### config.mk
export PLATFORM = sky130hd
export DESIGN_NAME = ir_pulse_train_capture_replay_flat
export DESIGN_NICKNAME = d
export VERILOG_FILES = /design/src/rtl/core/irptc_pkg.sv /design/src/rtl/core/irptc_if.sv /design/src/rtl/core/ir_pulse_train_capture_replay.sv /design/src/rtl/core/irptc_front.sv /design/src/rtl/core/irptc_back.sv /design/src/flat_wrapper.sv
export SDC_FILE = /design/constraint.sdc
export NUM_CORES = 2
export LEC_CHECK = 0
export BUFFER_PORTS_ARGS = -buffer_cell sky130_fd_sc_hd__buf_2
export CORE_UTILIZATION = 51
export DETAILED_ROUTE_END_ITERATION = 6
export PLACE_DENSITY = 0.78
export SYNTH_ARGS = -nofsm -noshare
export SYNTH_HDL_FRONTEND = slang
export SYNTH_HIERARCHICAL = 1
export SYNTH_SLANG_ARGS = --single-unit
### constraint.sdc
create_clock -name clk -period 10.8 [get_ports clk]
set_input_delay 0.54 -clock clk [delete_from_list [all_inputs] [get_ports clk]]
set_output_delay 0.54 -clock clk [all_outputs]
set_load 0.01 [all_outputs]
### src/rtl/core/irptc_pkg.sv
package irptc_pkg;

	// build defaults for the top-level parameters
	localparam int BUFFER_DEPTH_DEF = 64;
	localparam int TIMER_BITS_DEF   = 16;

	// fixed field widths
	localparam int OP_W       = 2;
	localparam int IDX_W      = 6;
	localparam int RWIDTH_W   = 16;
	localparam int RCOUNT_W   = 7;
	localparam int CFG_IDX_W  = 2;
	localparam int CFG_DATA_W = 16;
	localparam int TIMEOUT_W  = 16;

	// depth of the command queue between front and back
	localparam int QUEUE_DEPTH = 4;

	// configuration register indexes
	localparam logic [CFG_IDX_W-1:0] REG_TIMEOUT_TICKS = 2'd0;
	localparam logic [CFG_IDX_W-1:0] REG_RX_ACTIVE_LOW = 2'd1;
	localparam logic [CFG_IDX_W-1:0] REG_TX_ACTIVE_LOW = 2'd2;

	// configuration reset values
	localparam logic [TIMEOUT_W-1:0] TIMEOUT_TICKS_RST = 16'd10000;
	localparam logic                 RX_ACTIVE_LOW_RST = 1'b1;
	localparam logic                 TX_ACTIVE_LOW_RST = 1'b1;

	// saturation value of the reported count
	localparam logic [RCOUNT_W-1:0] RCOUNT_MAX = '1;

	typedef enum logic [OP_W-1:0] {
		OP_TICK = 2'd0,
		OP_ARM  = 2'd1,
		OP_TX   = 2'd2,
		OP_READ = 2'd3
	} op_t;

	typedef struct packed {
		op_t              kind;
		logic             rx_level;
		logic [IDX_W-1:0] read_index;
	} cmd_t;

	typedef struct packed {
		logic [TIMEOUT_W-1:0] timeout_ticks;
		logic                 rx_active_low;
		logic                 tx_active_low;
	} cfg_t;

endpackage

### src/rtl/core/irptc_if.sv
interface irptc_in_if import irptc_pkg::*; ();
	logic             valid;
	logic             ready;
	logic [OP_W-1:0]  op;
	logic             rx_level;
	logic [IDX_W-1:0] read_index;

	modport source (output valid, output op, output rx_level, output read_index, input ready);
	modport sink   (input valid, input op, input rx_level, input read_index, output ready);
endinterface

interface irptc_out_if import irptc_pkg::*; ();
	logic                valid;
	logic                ready;
	logic                tx_level;
	logic                received;
	logic [RCOUNT_W-1:0] received_count;
	logic                transmit_busy;
	logic                transmitted;
	logic [RWIDTH_W-1:0] read_width;
	logic                status;

	modport source (
		output valid, output tx_level, output received, output received_count,
		output transmit_busy, output transmitted, output read_width, output status,
		input ready
	);
	modport sink (
		input valid, input tx_level, input received, input received_count,
		input transmit_busy, input transmitted, input read_width, input status,
		output ready
	);
endinterface

### src/rtl/core/ir_pulse_train_capture_replay.sv
// channel   dir  handshake      payload
// in_ch     in   valid/ready    op, rx_level, read_index
// out_ch    out  valid/ready    tx_level, received, received_count, transmit_busy,
//                               transmitted, read_width, status
// cfg       in   cfg_write      cfg_index, cfg_data (no read-back)
//
// one item per clock sustained while the output side is ready; an item's result is
// registered through the queue write at accept, the memory read and the execute into
// the output register
// the rate is set by the execute stage and the two-port width store
// arst_n clears all control state; the width store itself is not cleared
// a stalled output holds its result while the four-entry queue keeps taking items
// until it fills, then input ready drops
module ir_pulse_train_capture_replay import irptc_pkg::*; #(
	parameter int BUFFER_DEPTH = BUFFER_DEPTH_DEF,
	parameter int TIMER_BITS   = TIMER_BITS_DEF
) (
	input  logic                  clk,
	input  logic                  arst_n,
	input  logic                  cfg_write,
	input  logic [CFG_IDX_W-1:0]  cfg_index,
	input  logic [CFG_DATA_W-1:0] cfg_data,
	irptc_in_if.sink              in_ch,
	irptc_out_if.source           out_ch
);

	// configuration registers
	cfg_t cfg_q;

	// queue head handed from the front to the back
	cmd_t head;
	logic head_valid;
	logic pop;

	// register writes land directly; indexes beyond the list are dropped
	always_ff @(posedge clk or negedge arst_n) begin
		if (!arst_n) begin
			cfg_q.timeout_ticks <= TIMEOUT_TICKS_RST;
			cfg_q.rx_active_low <= RX_ACTIVE_LOW_RST;
			cfg_q.tx_active_low <= TX_ACTIVE_LOW_RST;
		end else if (cfg_write) begin
			case (cfg_index)
				REG_TIMEOUT_TICKS: cfg_q.timeout_ticks <= TIMEOUT_W'(cfg_data);
				REG_RX_ACTIVE_LOW: cfg_q.rx_active_low <= cfg_data[0];
				REG_TX_ACTIVE_LOW: cfg_q.tx_active_low <= cfg_data[0];
				default: begin
				end
			endcase
		end
	end

	// front: takes items, decodes the op and queues them
	irptc_front u_front (
		.clk        (clk),
		.arst_n     (arst_n),
		.in_ch      (in_ch),
		.head       (head),
		.head_valid (head_valid),
		.pop        (pop)
	);

	// back: width store, timers, capture and replay, output register
	irptc_back #(
		.BUFFER_DEPTH (BUFFER_DEPTH),
		.TIMER_BITS   (TIMER_BITS)
	) u_back (
		.clk        (clk),
		.arst_n     (arst_n),
		.cfg        (cfg_q),
		.head       (head),
		.head_valid (head_valid),
		.pop        (pop),
		.out_ch     (out_ch)
	);

endmodule

### src/rtl/core/irptc_front.sv
module irptc_front import irptc_pkg::*; (
	input  logic       clk,
	input  logic       arst_n,
	irptc_in_if.sink   in_ch,
	output cmd_t       head,
	output logic       head_valid,
	input  logic       pop
);

	localparam int QAW = $clog2(QUEUE_DEPTH);
	localparam int QCW = $clog2(QUEUE_DEPTH + 1);

	cmd_t           queue_q [QUEUE_DEPTH];
	logic [QAW-1:0] wptr_q;
	logic [QAW-1:0] rptr_q;
	logic [QCW-1:0] cnt_q;
	logic           push;
	logic           do_pop;
	cmd_t           cmd_in;

	// classify the incoming item
	always_comb begin
		cmd_in.kind       = op_t'(in_ch.op);
		cmd_in.rx_level   = in_ch.rx_level;
		cmd_in.read_index = in_ch.read_index;
	end

	assign in_ch.ready = (cnt_q != QCW'(QUEUE_DEPTH));
	assign push        = in_ch.valid && in_ch.ready;
	assign head_valid  = (cnt_q != '0);
	assign do_pop      = pop && head_valid;
	assign head        = queue_q[rptr_q];

	always_ff @(posedge clk or negedge arst_n) begin
		if (!arst_n) begin
			wptr_q <= '0;
			rptr_q <= '0;
			cnt_q  <= '0;
		end else begin
			if (push) begin
				wptr_q <= (wptr_q == QAW'(QUEUE_DEPTH - 1)) ? '0 : wptr_q + QAW'(1);
			end
			if (do_pop) begin
				rptr_q <= (rptr_q == QAW'(QUEUE_DEPTH - 1)) ? '0 : rptr_q + QAW'(1);
			end
			if (push && !do_pop) begin
				cnt_q <= cnt_q + QCW'(1);
			end else if (do_pop && !push) begin
				cnt_q <= cnt_q - QCW'(1);
			end
		end
	end

	always_ff @(posedge clk) begin
		if (push) begin
			queue_q[wptr_q] <= cmd_in;
		end
	end

endmodule

### src/rtl/core/irptc_back.sv
module irptc_back import irptc_pkg::*; #(
	parameter int BUFFER_DEPTH = BUFFER_DEPTH_DEF,
	parameter int TIMER_BITS   = TIMER_BITS_DEF
) (
	input  logic         clk,
	input  logic         arst_n,
	input  cfg_t         cfg,
	input  cmd_t         head,
	input  logic         head_valid,
	output logic         pop,
	irptc_out_if.source  out_ch
);

	localparam int TB = TIMER_BITS;
	localparam int AW = $clog2(BUFFER_DEPTH);
	localparam int CW = $clog2(BUFFER_DEPTH + 1);

	// width store, two registered read ports
	logic [TB-1:0] mem_q [BUFFER_DEPTH];

	// execute stage
	cmd_t          cmd_s2;
	logic          valid_s2;
	logic [TB-1:0] rd1_s2;
	logic [TB-1:0] rd2_q;

	// block state
	logic [TB-1:0] timer_q, timer_d;
	logic [TB-1:0] last_edge_q, last_edge_d;
	logic [TB-1:0] to_deadline_q, to_deadline_d;
	logic          prev_rx_q, prev_rx_d;
	logic          expect_rise_q, expect_rise_d;
	logic          cap_en_q, cap_en_d;
	logic          to_en_q, to_en_d;
	logic          storing_q, storing_d;
	logic [CW-1:0] count_q, count_d;
	logic          rcv_q, rcv_d;
	logic [CW-1:0] ri_q, ri_d;
	logic [TB-1:0] rp_deadline_q, rp_deadline_d;
	logic          rp_active_q, rp_active_d;
	logic          rp_done_q, rp_done_d;
	logic          out_level_q, out_level_d;

	// output register
	logic                out_valid_q;
	logic                o_tx_q, o_rcv_q, o_busy_q, o_done_q, o_st_q;
	logic [RCOUNT_W-1:0] o_cnt_q;
	logic [RWIDTH_W-1:0] o_rw_q;

	logic                fire;
	logic                out_can;
	logic                we;
	logic [AW-1:0]       waddr;
	logic [TB-1:0]       wdata;
	logic [AW-1:0]       raddr1;
	logic [AW-1:0]       raddr2;
	logic [CW-1:0]       ri_nxt;
	logic [TB-1:0]       t1;
	logic                rx_edge;
	logic [TB-1:0]       rp_width;
	logic [RWIDTH_W-1:0] rw;
	logic                st;
	logic [RCOUNT_W-1:0] rc;
	logic [7:0]          cnt_ext;

	assign out_can = !out_valid_q || out_ch.ready;
	assign fire    = valid_s2 && out_can;
	assign pop     = head_valid && (!valid_s2 || fire);

	// read port one serves the popped item
	always_comb begin
		case (head.kind)
			OP_TX:   raddr1 = '0;
			default: raddr1 = AW'(head.read_index);
		endcase
	end

	// read port two tracks the entry at the next replay index
	assign ri_nxt = fire ? ri_d : ri_q;
	assign raddr2 = ri_nxt[AW-1:0];

	always_ff @(posedge clk) begin
		if (fire && we) begin
			mem_q[waddr] <= wdata;
		end
		if (pop) begin
			rd1_s2 <= (fire && we && waddr == raddr1) ? wdata : mem_q[raddr1];
		end
		rd2_q <= (fire && we && waddr == raddr2) ? wdata : mem_q[raddr2];
	end

	// execute
	always_comb begin
		timer_d       = timer_q;
		last_edge_d   = last_edge_q;
		to_deadline_d = to_deadline_q;
		prev_rx_d     = prev_rx_q;
		expect_rise_d = expect_rise_q;
		cap_en_d      = cap_en_q;
		to_en_d       = to_en_q;
		storing_d     = storing_q;
		count_d       = count_q;
		rcv_d         = rcv_q;
		ri_d          = ri_q;
		rp_deadline_d = rp_deadline_q;
		rp_active_d   = rp_active_q;
		rp_done_d     = rp_done_q;
		out_level_d   = out_level_q;
		t1            = timer_q + TB'(1);
		we            = 1'b0;
		waddr         = count_q[AW-1:0];
		wdata         = t1 - last_edge_q;
		rx_edge       = expect_rise_q ? (!prev_rx_q && cmd_s2.rx_level)
		                              : (prev_rx_q && !cmd_s2.rx_level);
		rw            = '0;
		st            = 1'b0;
		rp_width      = rd2_q;
		case (cmd_s2.kind)
			OP_TICK: begin
				timer_d = t1;
				if (to_en_q && t1 == to_deadline_q) begin
					if (count_q != '0) begin
						cap_en_d = 1'b0;
						to_en_d  = 1'b0;
						rcv_d    = 1'b1;
					end
					storing_d = 1'b0;
				end
				prev_rx_d = cmd_s2.rx_level;
				if (cap_en_d && rx_edge) begin
					expect_rise_d = !expect_rise_q;
					last_edge_d   = t1;
					to_deadline_d = t1 + TB'(cfg.timeout_ticks);
					if (storing_d) begin
						if (count_q < CW'(BUFFER_DEPTH)) begin
							we      = 1'b1;
							count_d = count_q + CW'(1);
						end
						if (count_d >= CW'(BUFFER_DEPTH)) begin
							cap_en_d = 1'b0;
						end
					end else begin
						storing_d = 1'b1;
						to_en_d   = 1'b1;
					end
				end
				// a width written on this tick may be the one replay needs now
				if (we && waddr == ri_q[AW-1:0]) begin
					rp_width = wdata;
				end
				if (rp_active_q && t1 == rp_deadline_q) begin
					out_level_d = !out_level_q;
					if (ri_q < count_d && ri_q < CW'(BUFFER_DEPTH)) begin
						rp_deadline_d = rp_deadline_q + rp_width;
						ri_d          = ri_q + CW'(1);
					end else begin
						rp_active_d = 1'b0;
						rp_done_d   = 1'b1;
					end
				end
			end
			OP_ARM: begin
				count_d       = '0;
				rcv_d         = 1'b0;
				storing_d     = 1'b0;
				to_en_d       = 1'b0;
				expect_rise_d = !cfg.rx_active_low;
				cap_en_d      = 1'b1;
			end
			OP_TX: begin
				rp_done_d = 1'b0;
				if (count_q == '0) begin
					st = 1'b1;
				end else begin
					ri_d          = CW'(1);
					rp_deadline_d = timer_q + rd1_s2;
					out_level_d   = !cfg.tx_active_low;
					rp_active_d   = 1'b1;
				end
			end
			OP_READ: begin
				if (9'(cmd_s2.read_index) < 9'(count_q)
				    && 9'(cmd_s2.read_index) < 9'(BUFFER_DEPTH)) begin
					rw = RWIDTH_W'(rd1_s2);
				end
			end
			default: begin
			end
		endcase
		cnt_ext = rcv_d ? 8'(count_d) : 8'd0;
		rc      = (cnt_ext > 8'(RCOUNT_MAX)) ? RCOUNT_MAX : cnt_ext[RCOUNT_W-1:0];
	end

	always_ff @(posedge clk or negedge arst_n) begin
		if (!arst_n) begin
			valid_s2      <= 1'b0;
			timer_q       <= '0;
			last_edge_q   <= '0;
			to_deadline_q <= '0;
			prev_rx_q     <= 1'b1;
			expect_rise_q <= 1'b0;
			cap_en_q      <= 1'b0;
			to_en_q       <= 1'b0;
			storing_q     <= 1'b0;
			count_q       <= '0;
			rcv_q         <= 1'b0;
			ri_q          <= '0;
			rp_deadline_q <= '0;
			rp_active_q   <= 1'b0;
			rp_done_q     <= 1'b0;
			out_level_q   <= TX_ACTIVE_LOW_RST;
			out_valid_q   <= 1'b0;
		end else begin
			if (pop) begin
				valid_s2 <= 1'b1;
			end else if (fire) begin
				valid_s2 <= 1'b0;
			end
			if (fire) begin
				timer_q       <= timer_d;
				last_edge_q   <= last_edge_d;
				to_deadline_q <= to_deadline_d;
				prev_rx_q     <= prev_rx_d;
				expect_rise_q <= expect_rise_d;
				cap_en_q      <= cap_en_d;
				to_en_q       <= to_en_d;
				storing_q     <= storing_d;
				count_q       <= count_d;
				rcv_q         <= rcv_d;
				ri_q          <= ri_d;
				rp_deadline_q <= rp_deadline_d;
				rp_active_q   <= rp_active_d;
				rp_done_q     <= rp_done_d;
				out_level_q   <= out_level_d;
				out_valid_q   <= 1'b1;
			end else if (out_ch.ready) begin
				out_valid_q <= 1'b0;
			end
		end
	end

	always_ff @(posedge clk) begin
		if (pop) begin
			cmd_s2 <= head;
		end
		if (fire) begin
			o_tx_q   <= out_level_d;
			o_rcv_q  <= rcv_d;
			o_cnt_q  <= rc;
			o_busy_q <= rp_active_d;
			o_done_q <= rp_done_d;
			o_rw_q   <= rw;
			o_st_q   <= st;
		end
	end

	assign out_ch.valid          = out_valid_q;
	assign out_ch.tx_level       = o_tx_q;
	assign out_ch.received       = o_rcv_q;
	assign out_ch.received_count = o_cnt_q;
	assign out_ch.transmit_busy  = o_busy_q;
	assign out_ch.transmitted    = o_done_q;
	assign out_ch.read_width     = o_rw_q;
	assign out_ch.status         = o_st_q;

endmodule

### src/flat_wrapper.sv
// flat-port wrapper written by rule: the top's interface ports become plain ports
module ir_pulse_train_capture_replay_flat import irptc_pkg::*;
#(
	parameter int BUFFER_DEPTH = BUFFER_DEPTH_DEF,
	parameter int TIMER_BITS   = TIMER_BITS_DEF
)
  (clk, arst_n, cfg_write, cfg_index, cfg_data, in_ch_valid, in_ch_op, in_ch_rx_level, in_ch_read_index, in_ch_ready, out_ch_valid, out_ch_tx_level, out_ch_received, out_ch_received_count, out_ch_transmit_busy, out_ch_transmitted, out_ch_read_width, out_ch_status, out_ch_ready);
  irptc_in_if in_ch_i ();
  irptc_out_if out_ch_i ();
  input  logic clk;
  input  logic arst_n;
  input  logic cfg_write;
  input  logic [CFG_IDX_W-1:0] cfg_index;
  input  logic [CFG_DATA_W-1:0] cfg_data;
  input wire logic [$bits(in_ch_i.valid)-1:0] in_ch_valid;
  input wire logic [$bits(in_ch_i.op)-1:0] in_ch_op;
  input wire logic [$bits(in_ch_i.rx_level)-1:0] in_ch_rx_level;
  input wire logic [$bits(in_ch_i.read_index)-1:0] in_ch_read_index;
  output wire logic [$bits(in_ch_i.ready)-1:0] in_ch_ready;
  output wire logic [$bits(out_ch_i.valid)-1:0] out_ch_valid;
  output wire logic [$bits(out_ch_i.tx_level)-1:0] out_ch_tx_level;
  output wire logic [$bits(out_ch_i.received)-1:0] out_ch_received;
  output wire logic [$bits(out_ch_i.received_count)-1:0] out_ch_received_count;
  output wire logic [$bits(out_ch_i.transmit_busy)-1:0] out_ch_transmit_busy;
  output wire logic [$bits(out_ch_i.transmitted)-1:0] out_ch_transmitted;
  output wire logic [$bits(out_ch_i.read_width)-1:0] out_ch_read_width;
  output wire logic [$bits(out_ch_i.status)-1:0] out_ch_status;
  input wire logic [$bits(out_ch_i.ready)-1:0] out_ch_ready;
  assign in_ch_i.valid = in_ch_valid;
  assign in_ch_i.op = in_ch_op;
  assign in_ch_i.rx_level = in_ch_rx_level;
  assign in_ch_i.read_index = in_ch_read_index;
  assign in_ch_ready = in_ch_i.ready;
  assign out_ch_valid = out_ch_i.valid;
  assign out_ch_tx_level = out_ch_i.tx_level;
  assign out_ch_received = out_ch_i.received;
  assign out_ch_received_count = out_ch_i.received_count;
  assign out_ch_transmit_busy = out_ch_i.transmit_busy;
  assign out_ch_transmitted = out_ch_i.transmitted;
  assign out_ch_read_width = out_ch_i.read_width;
  assign out_ch_status = out_ch_i.status;
  assign out_ch_i.ready = out_ch_ready;
  ir_pulse_train_capture_replay #(.BUFFER_DEPTH(BUFFER_DEPTH), .TIMER_BITS(TIMER_BITS)) u_core (.clk(clk), .arst_n(arst_n), .cfg_write(cfg_write), .cfg_index(cfg_index), .cfg_data(cfg_data), .in_ch(in_ch_i), .out_ch(out_ch_i));
endmodule
**Yosys cells after proc, flatten, opt, wreduce, memory -nomap -nowiden**

Memories as Yosys holds them, arrays and structs flattened. A register that Yosys moved wholly into a read port is not among the register bits.
Cells that the tools add are included.
W data, S select, Z words.

- Bits in registers: 151
- RAM bits: 1060
- Input port bits: 32
- Output and inout bits: 30
- Word-level logic and storage cells: 185
- Memories kept: 2

Memories:

| name | words | bits a word | read ports | clocked after memory_dff | write ports | line | source |
|---|---|---|---|---|---|---|---|
| u_core.u_back.mem_q | 64 | 16 | 2 | 2 | 1 | irptc_back.sv:19 | `logic [TB-1:0] mem_q [BUFFER_DEPTH];` |
| u_core.u_front.queue_q | 4 | 9 | 1 | 0 | 1 | irptc_front.sv:13 | `cmd_t queue_q [QUEUE_DEPTH];` |

- $add $sub $neg: 11
- Magnitude comparators: 6
- Equality and inequality tests: 16
- Muxes and demuxes: 71
- Reduce and logical (&&, ||, !) cells: 45

Operators by type and width:

| cell | count |
|---|---|
| $mux W16 | 5 |
| $mux W7 | 11 |
| $add A16 B16 Y16 | 3 |
| $mux W1 | 38 |
| $eq A16 B16 Y1 | 2 |
| $pmux W16 S2 | 1 |
| $pmux W7 S2 | 2 |
| $add A16 B1 Y16 const B | 1 |
| $pmux W1 S2 | 8 |
| $sub A16 B16 Y16 | 1 |
| $add A7 B1 Y7 const B | 2 |
| $logic_and A1 B1 Y1 | 14 |
| $lt A7 B7 Y1 const B | 2 |
| $eq A2 B2 Y1 const B | 6 |
| $mux W6 | 2 |
| $reduce_and A2 Y1 | 6 |
| $logic_not A1 Y1 | 10 |
| $reduce_bool A2 Y1 | 5 |
| $ne A2 B2 Y1 const B | 4 |
| $ge A7 B7 Y1 const B | 1 |
| $gt A7 B7 Y1 const B | 1 |
| $logic_not A7 Y1 | 1 |
| $lt A6 B7 Y1 | 1 |
| $lt A7 B7 Y1 | 1 |
| 14 further kinds | 21 |

**Longest topological paths before layout**

- Depth in word-level cells: 17
- Depth in mapped cells: 24
- Gate-level depth less buffers: 23

**Modules after synthesis**

The synthesis kept the hierarchy.

By module, submodules not included:

| module | instances | cells each | area each (µm²) | sequential area each (µm²) |
|---|---|---|---|---|
| irptc_back | 1 | 4262 | 58169.5 | 34690.8 |
| irptc_front | 1 | 84 | 1767.9 | 1256.2 |
| ir_pulse_train_capture_replay | 1 | 40 | 710.7 | 459.2 |

**Worst setup path after synthesis**

No wires, ideal clock.

- Kind: register to register
- From: register u_core.u_back.timer_q[1]
- To: register u_core.u_back.rp_deadline_q[15]
- Library setup time: 125 ps
- Arrival time: 9336 ps
- Required time: 10675 ps
- Slack: 1339 ps
- Stages on the path, launching flop included: 22
- Buffers on the path: 1
- Clock period less this slack: 9461 ps
- Path through: dfrtp_1 -> ha_1 -> clkbuf_1 -> xor2_1 -> ha_1 -> a21o_1 -> a21oi_1 -> o21bai_1 -> a21oi_1 -> o21bai_1 -> a211o_1 -> a2111oi_0 -> nor3_1 -> o311ai_0 -> mux2_2 -> ha_1 -> nor2b_1 -> a221oi_1 -> nand2_1 -> or4_1 -> nand3_1 -> mux2i_1

- Elaborated cells on any way between the ends: 31
- Classes of those cells: add/sub (4); order compare (1); eq/ne (4); mux (16); reduce/logical (6)

RTL lines:

| element | line | source |
|---|---|---|
| from (decl) | irptc_back.sv:28 | `logic [TB-1:0] timer_q, timer_d;` |
| from (signal assigned) | irptc_back.sv:220 | `timer_q <= timer_d;` |
| $add A16 B1 Y16 | irptc_back.sv:109 | `t1 = timer_q + TB'(1);` |
| net u_core.u_back.t1[2] | irptc_back.sv:58 | `logic [TB-1:0] t1;` |
| $sub A16 B16 Y16 | irptc_back.sv:112 | `wdata = t1 - last_edge_q;` |
| net u_core.u_back.wdata[14] | irptc_back.sv:54 | `logic [TB-1:0] wdata;` |
| $mux W16 | irptc_back.sv:148 | `if (we && waddr == ri_q[AW-1:0]) begin` |
| $mux W16 | irptc_back.sv:118 | `case (cmd_s2.kind)` |
| $add A16 B16 Y16 | irptc_back.sv:154 | `rp_deadline_d = rp_deadline_q + rp_width;` |
| $mux W16 | irptc_back.sv:153 | `if (ri_q < count_d && ri_q < CW'(BUFFER_DEPTH)) begin` |
| $mux W16 | irptc_back.sv:151 | `if (rp_active_q && t1 == rp_deadline_q) begin` |
| $pmux W16 S2 | irptc_back.sv:118 |  |
| to (signal assigned) | irptc_back.sv:231 | `rp_deadline_q <= rp_deadline_d;` |
| to (decl) | irptc_back.sv:39 | `logic [TB-1:0] rp_deadline_q, rp_deadline_d;` |

The timed path passes the listed nets, and every way through them passes these cells. The select of a mux whose other input is x is not followed.
A chain may end at the register's enable or synchronous reset.

**Worst setup path after layout**

- From: register u_core.u_back.timer_q[0]
- To: register u_core.u_back.rp_deadline_q[15]

The elaborated chain is that of the path after synthesis.

==> results.txt <==
----------------------------------------------------
[GRT]
  Antenna violations before repair ... 18
  Fraction of met3 tracks used by global routing ... 9.07%
  Global-route wire length before repair ... 268,000 um
  Number of global-route vias before repair ... 40.7k
  Congestion Overflow GR ... 0
  Busiest grt layer ... met2
  Met1 global-route usage ... 38.9%
  Largest net degree at the start of global routing ... 243
  Total Routing Usage GR ... 30.0%
  GR met2 Demand/Resource ... 44.6%

[Clock tree]
  Max Buffers Root-to-Sink ... 3
  Clock buffer count from CTS ... 118
  TritonCTS clock tree ... built
  Hold-fix buffers, CTS ... 1
  Clk pin slew, worst setup/hold paths ... 70 ps
  Number of sinks handled by clock tree synthesis ... 1,233
  Number of gates resized after CTS ... 0
  Count of buffers added by post-CTS timing repair for setup ... 0
  Depth of the CTS H-tree ... 3
  Library cell used as clock root buffer ... clkbuf_16
  Insertion delay of the later-clocked pin in the worst-skew pair ... 750 ps

[Timing]
  Period Utilization, post-route ... 64.3%
  Setup violations, final ... 0
  Summed negative setup slack over all endpoints ... 0 ps
  Worst slew margin relative to its limit ... -4.19%
  Count of final hold-check violations ... 0
  Worst Clk Skew ... 44.9 ps
  Measured slew at the worst slew-check pin ... 1550 ps
  Number of pins exceeding their max-slew limit in the final report ... 2
  Unrepaired setup endpoints after global routing ... false
  Tmin final ... 6950 ps
  Hold Worst Slack ... 41.1 ps
  Upper clock frequency limit ... 144 MHz

[Floorplan]
  Initial Utilization ... 51.4%
  Boundary pin count ... 62
  Count of standard-cell rows ... 126
  Die Wd ... 347 um
  Floorplan Core Area ... 118,000 sq um
  Y dimension of the die ... 347 um
  Die area ... 120,000 sq um

[Pwr]
  Peak supply drop ... 0.508 mV
  Total power density per cell area ... 352 nW/um^2
  Static power due to leakage ... 21.7 nW

[Yosys]
  Distinct cell type count of the synthesized netlist ... 89
  Leading area contributor after synthesis ... edfxtp_1
  Part of the Yosys area used for sequential elements ... 60.0%
  Post-synthesis net count ... 4,504
  Synthesized instance count ... 4,386
  Commonest register cell after synthesis ... edfxtp_1
  Yosys warning count ... 6
  Synth top area share ... 55.1%
  Total of flip-flops plus latches after synthesis ... 1,233
  Number of synthesized flops with an enable pin ... 1,113
  Mean instance size in the synthesized netlist ... 13.8 sq um
  Post-synthesis cell area ... 60,600 sq um
  Dominant cells by area after synthesis ... edfxtp_1 (55%), mux4_2 (13%), dfrtp_1 (4.3%)
  Async set-or-reset flop fraction in the synthesized netlist ... 9.25%

[Routing]
  1st-pass router iterations ... 6
  WL/cell ... 30.6 um
  Drt total wl ... 183,000 um
  Detailed-route vias per instance ... 7.11
  Post-route ant nets ... 0
  Number of remaining DRC errors ... 0
  Detailed Route Iter0 Violations ... 6,925
  Routed via count ... 42.5k

[Placed design]
  Instance area at placement ... 62,800 sq um
  Detailed placement HPWL ... 108,000 um
  Count of buffers from port buffering ... 61
  Weighted congestion reported at the end of routability-driven placement ... 0.976

[Setup path]
  Crit path arrival time ... 7510 ps
  Max FO, Critical Path ... 66
  Required time at the worst-slack endpoint ... 11,360 ps
  Type of the worst setup path ... reg2reg
  Crit. End Element ... flip-flop
  Element type at the critical path start ... flip-flop

[Final layout]
  Non-Filler Cell Area, Final ... 66,600 sq um
  Final Util ... 56.5%
  Net count reported at finish ... 4,453
  Syn-to-layout area delta ... 9.78%
  Count of fill cells added during filler insertion ... 8,901
  Share of cells above drive strength 1 ... 19.0%

[Flow run]
  Max-capacitance violation count ... 1

[Run status]
  Run status ... finished, violations left
  Violated checks ... max-capacitance violations, max-slew violations

[Min path]
  Min-Delay Path Class ... in2reg

----------------------------------------------------
## cell usage in the layout (no fill, tap or decap), types with 72 or more instances in the layout
cell       Yosys  routed
a211oi_1     119     117
a21oi_1      206     205
clkbuf_16      0     120
o21ai_0       72      72
xnor2_1       87      78
nand3_1      195     195
mux4_2       340     340
nor2_1       141      82
nand2_1      649     644
ha_1          81      81
a31oi_1      134     134
dfrtp_1      105     105
buf_4          4     106
o221ai_1     256     256
edfxtp_1    1113    1113
## path summary, 6_finish.rpt
kind | endpoint | start | slack [ps] | depth (start not counted)
max | u_core/u_back/rp_deadline_q[15] | u_core/u_back/timer_q[0] | 3850 | 21
min | u_core/u_front/queue_q[3][1] | in_ch_read_index[1] | 40 | 1
max reg2reg | u_core/u_back/rp_deadline_q[15] | u_core/u_back/timer_q[0] | 3850 | 21
min reg2reg | u_core/u_back/prev_rx_q | u_core/u_back/prev_rx_q | 470 | 2
max in group asynchronous | u_core/u_back/valid_s2 | arst_n | 9080 | 3
min in group asynchronous | u_core/u_back/timer_q[7] | arst_n | 470 | 2
## metrics by stage
stage               total power [W]  setup WS (ps)  std cells
detailed placement           0.0189           4040       5749
finish                       0.0235           3850       5973
global route                 0.0241           3420       5966
global placement             0.0187           4190       5749
CTS                          0.0230           3990       5965
floorplan                    0.0149           1340       4386
## registers in the layout, summed over array words and instances, names as in the netlist, 3 cells and up, named ones only
name	count
u_core/u_back/mem_q	1024
u_core/u_back/out_ch.received_count	7
u_core/u_back/last_edge_q	16
u_core/u_back/to_deadline_q	16
u_core/cfg_q	18
u_core/u_front/cnt_q	3
u_core/u_back/out_ch.read_width	16
u_core/u_back/count_q	7
u_core/u_front/queue_q	36
u_core/u_back/timer_q	16
u_core/u_back/rd1_s2	16
u_core/u_back/ri_q	7
u_core/u_back/cmd_s2	9
u_core/u_back/rp_deadline_q	16
## logic make-up (layout without fill, tap and decap cells)
kind of cell    Yosys count  count (layout)  synth area share, %
compound gates          915             915                 10.6
fa+ha+maj                86              86                 1.84
other cells               0               7                    0
xor+xnor                123             123                 1.91
mux                     410             410                 14.1
buf+inv                 410             454                 2.62
simple gates           1209            1209                 8.92
flops                  1233            1233                 60.0
## synth_stat cells, types with 58 or more instances
library cell and number:
edfxtp_1 1113, nand2_1 649, o221ai_1 256, ha_1 81
a21oi_1 206, o21ai_0 72, dfrtp_1 105, a211oi_1 119
and3_1 66, mux4_2 340, clkbuf_1 272, xnor2_1 87
inv_1 58, buf_1 63, a31oi_1 134, nor2_1 141
nand3_1 195
## where the power goes
part | switching, W | internal, W | leakage, nW | total, W
Combinational | 0.00823 | 0.00309 | 8.39 | 0.0113
Clock | 0.00182 | 0.00224 | 1.81 | 0.00405
Sequential | 0.000375 | 0.00771 | 11.5 | 0.00809
Total | 0.0104 | 0.0130 | 21.7 | 0.0235
## metal layers
layer  vias up  wire, um
li1      17400         -
met1     20900     61700
met2      3518     81000
met3       673     27700
met4        22     12300
met5         -       166
## worst max-delay path, cell delays in order (launching register included)
cell and delay (ps):
dfrtp_1 620, ha_1 410, xor2_1 420, ha_1 370
a21o_1 200, a21oi_1 300, o21bai_1 110, a21oi_1 310
o21bai_1 160, a211o_1 330, a2111oi_0 620, nor3_1 280
o311ai_2 320, buf_4 640, mux2_2 300, ha_1 270
nor2b_1 170, a221oi_1 290, nand2_1 100, or4_1 400
nand3_1 100, mux2i_1 70
## layout make-up
| cell class | instances | area, sq um | area share [%] |
|---|---|---|---|
| Inverter | 63 | 244 | 0.366 |
| Antenna cell | 7 | 17.5 | 0.0263 |
| Clock inverter | 70 | 608 | 0.913 |
| Multi-Input combinational cell | 2743 | 23000 | 34.5 |
| Sequential cell | 1233 | 36400 | 54.7 |
| Tap cell | 1536 | 1920 | 2.89 |
| Clock buffer | 145 | 3120 | 4.68 |
| Timing Repair Buffer | 176 | 1270 | 1.91 |
(Power assumes the default switching activity.)
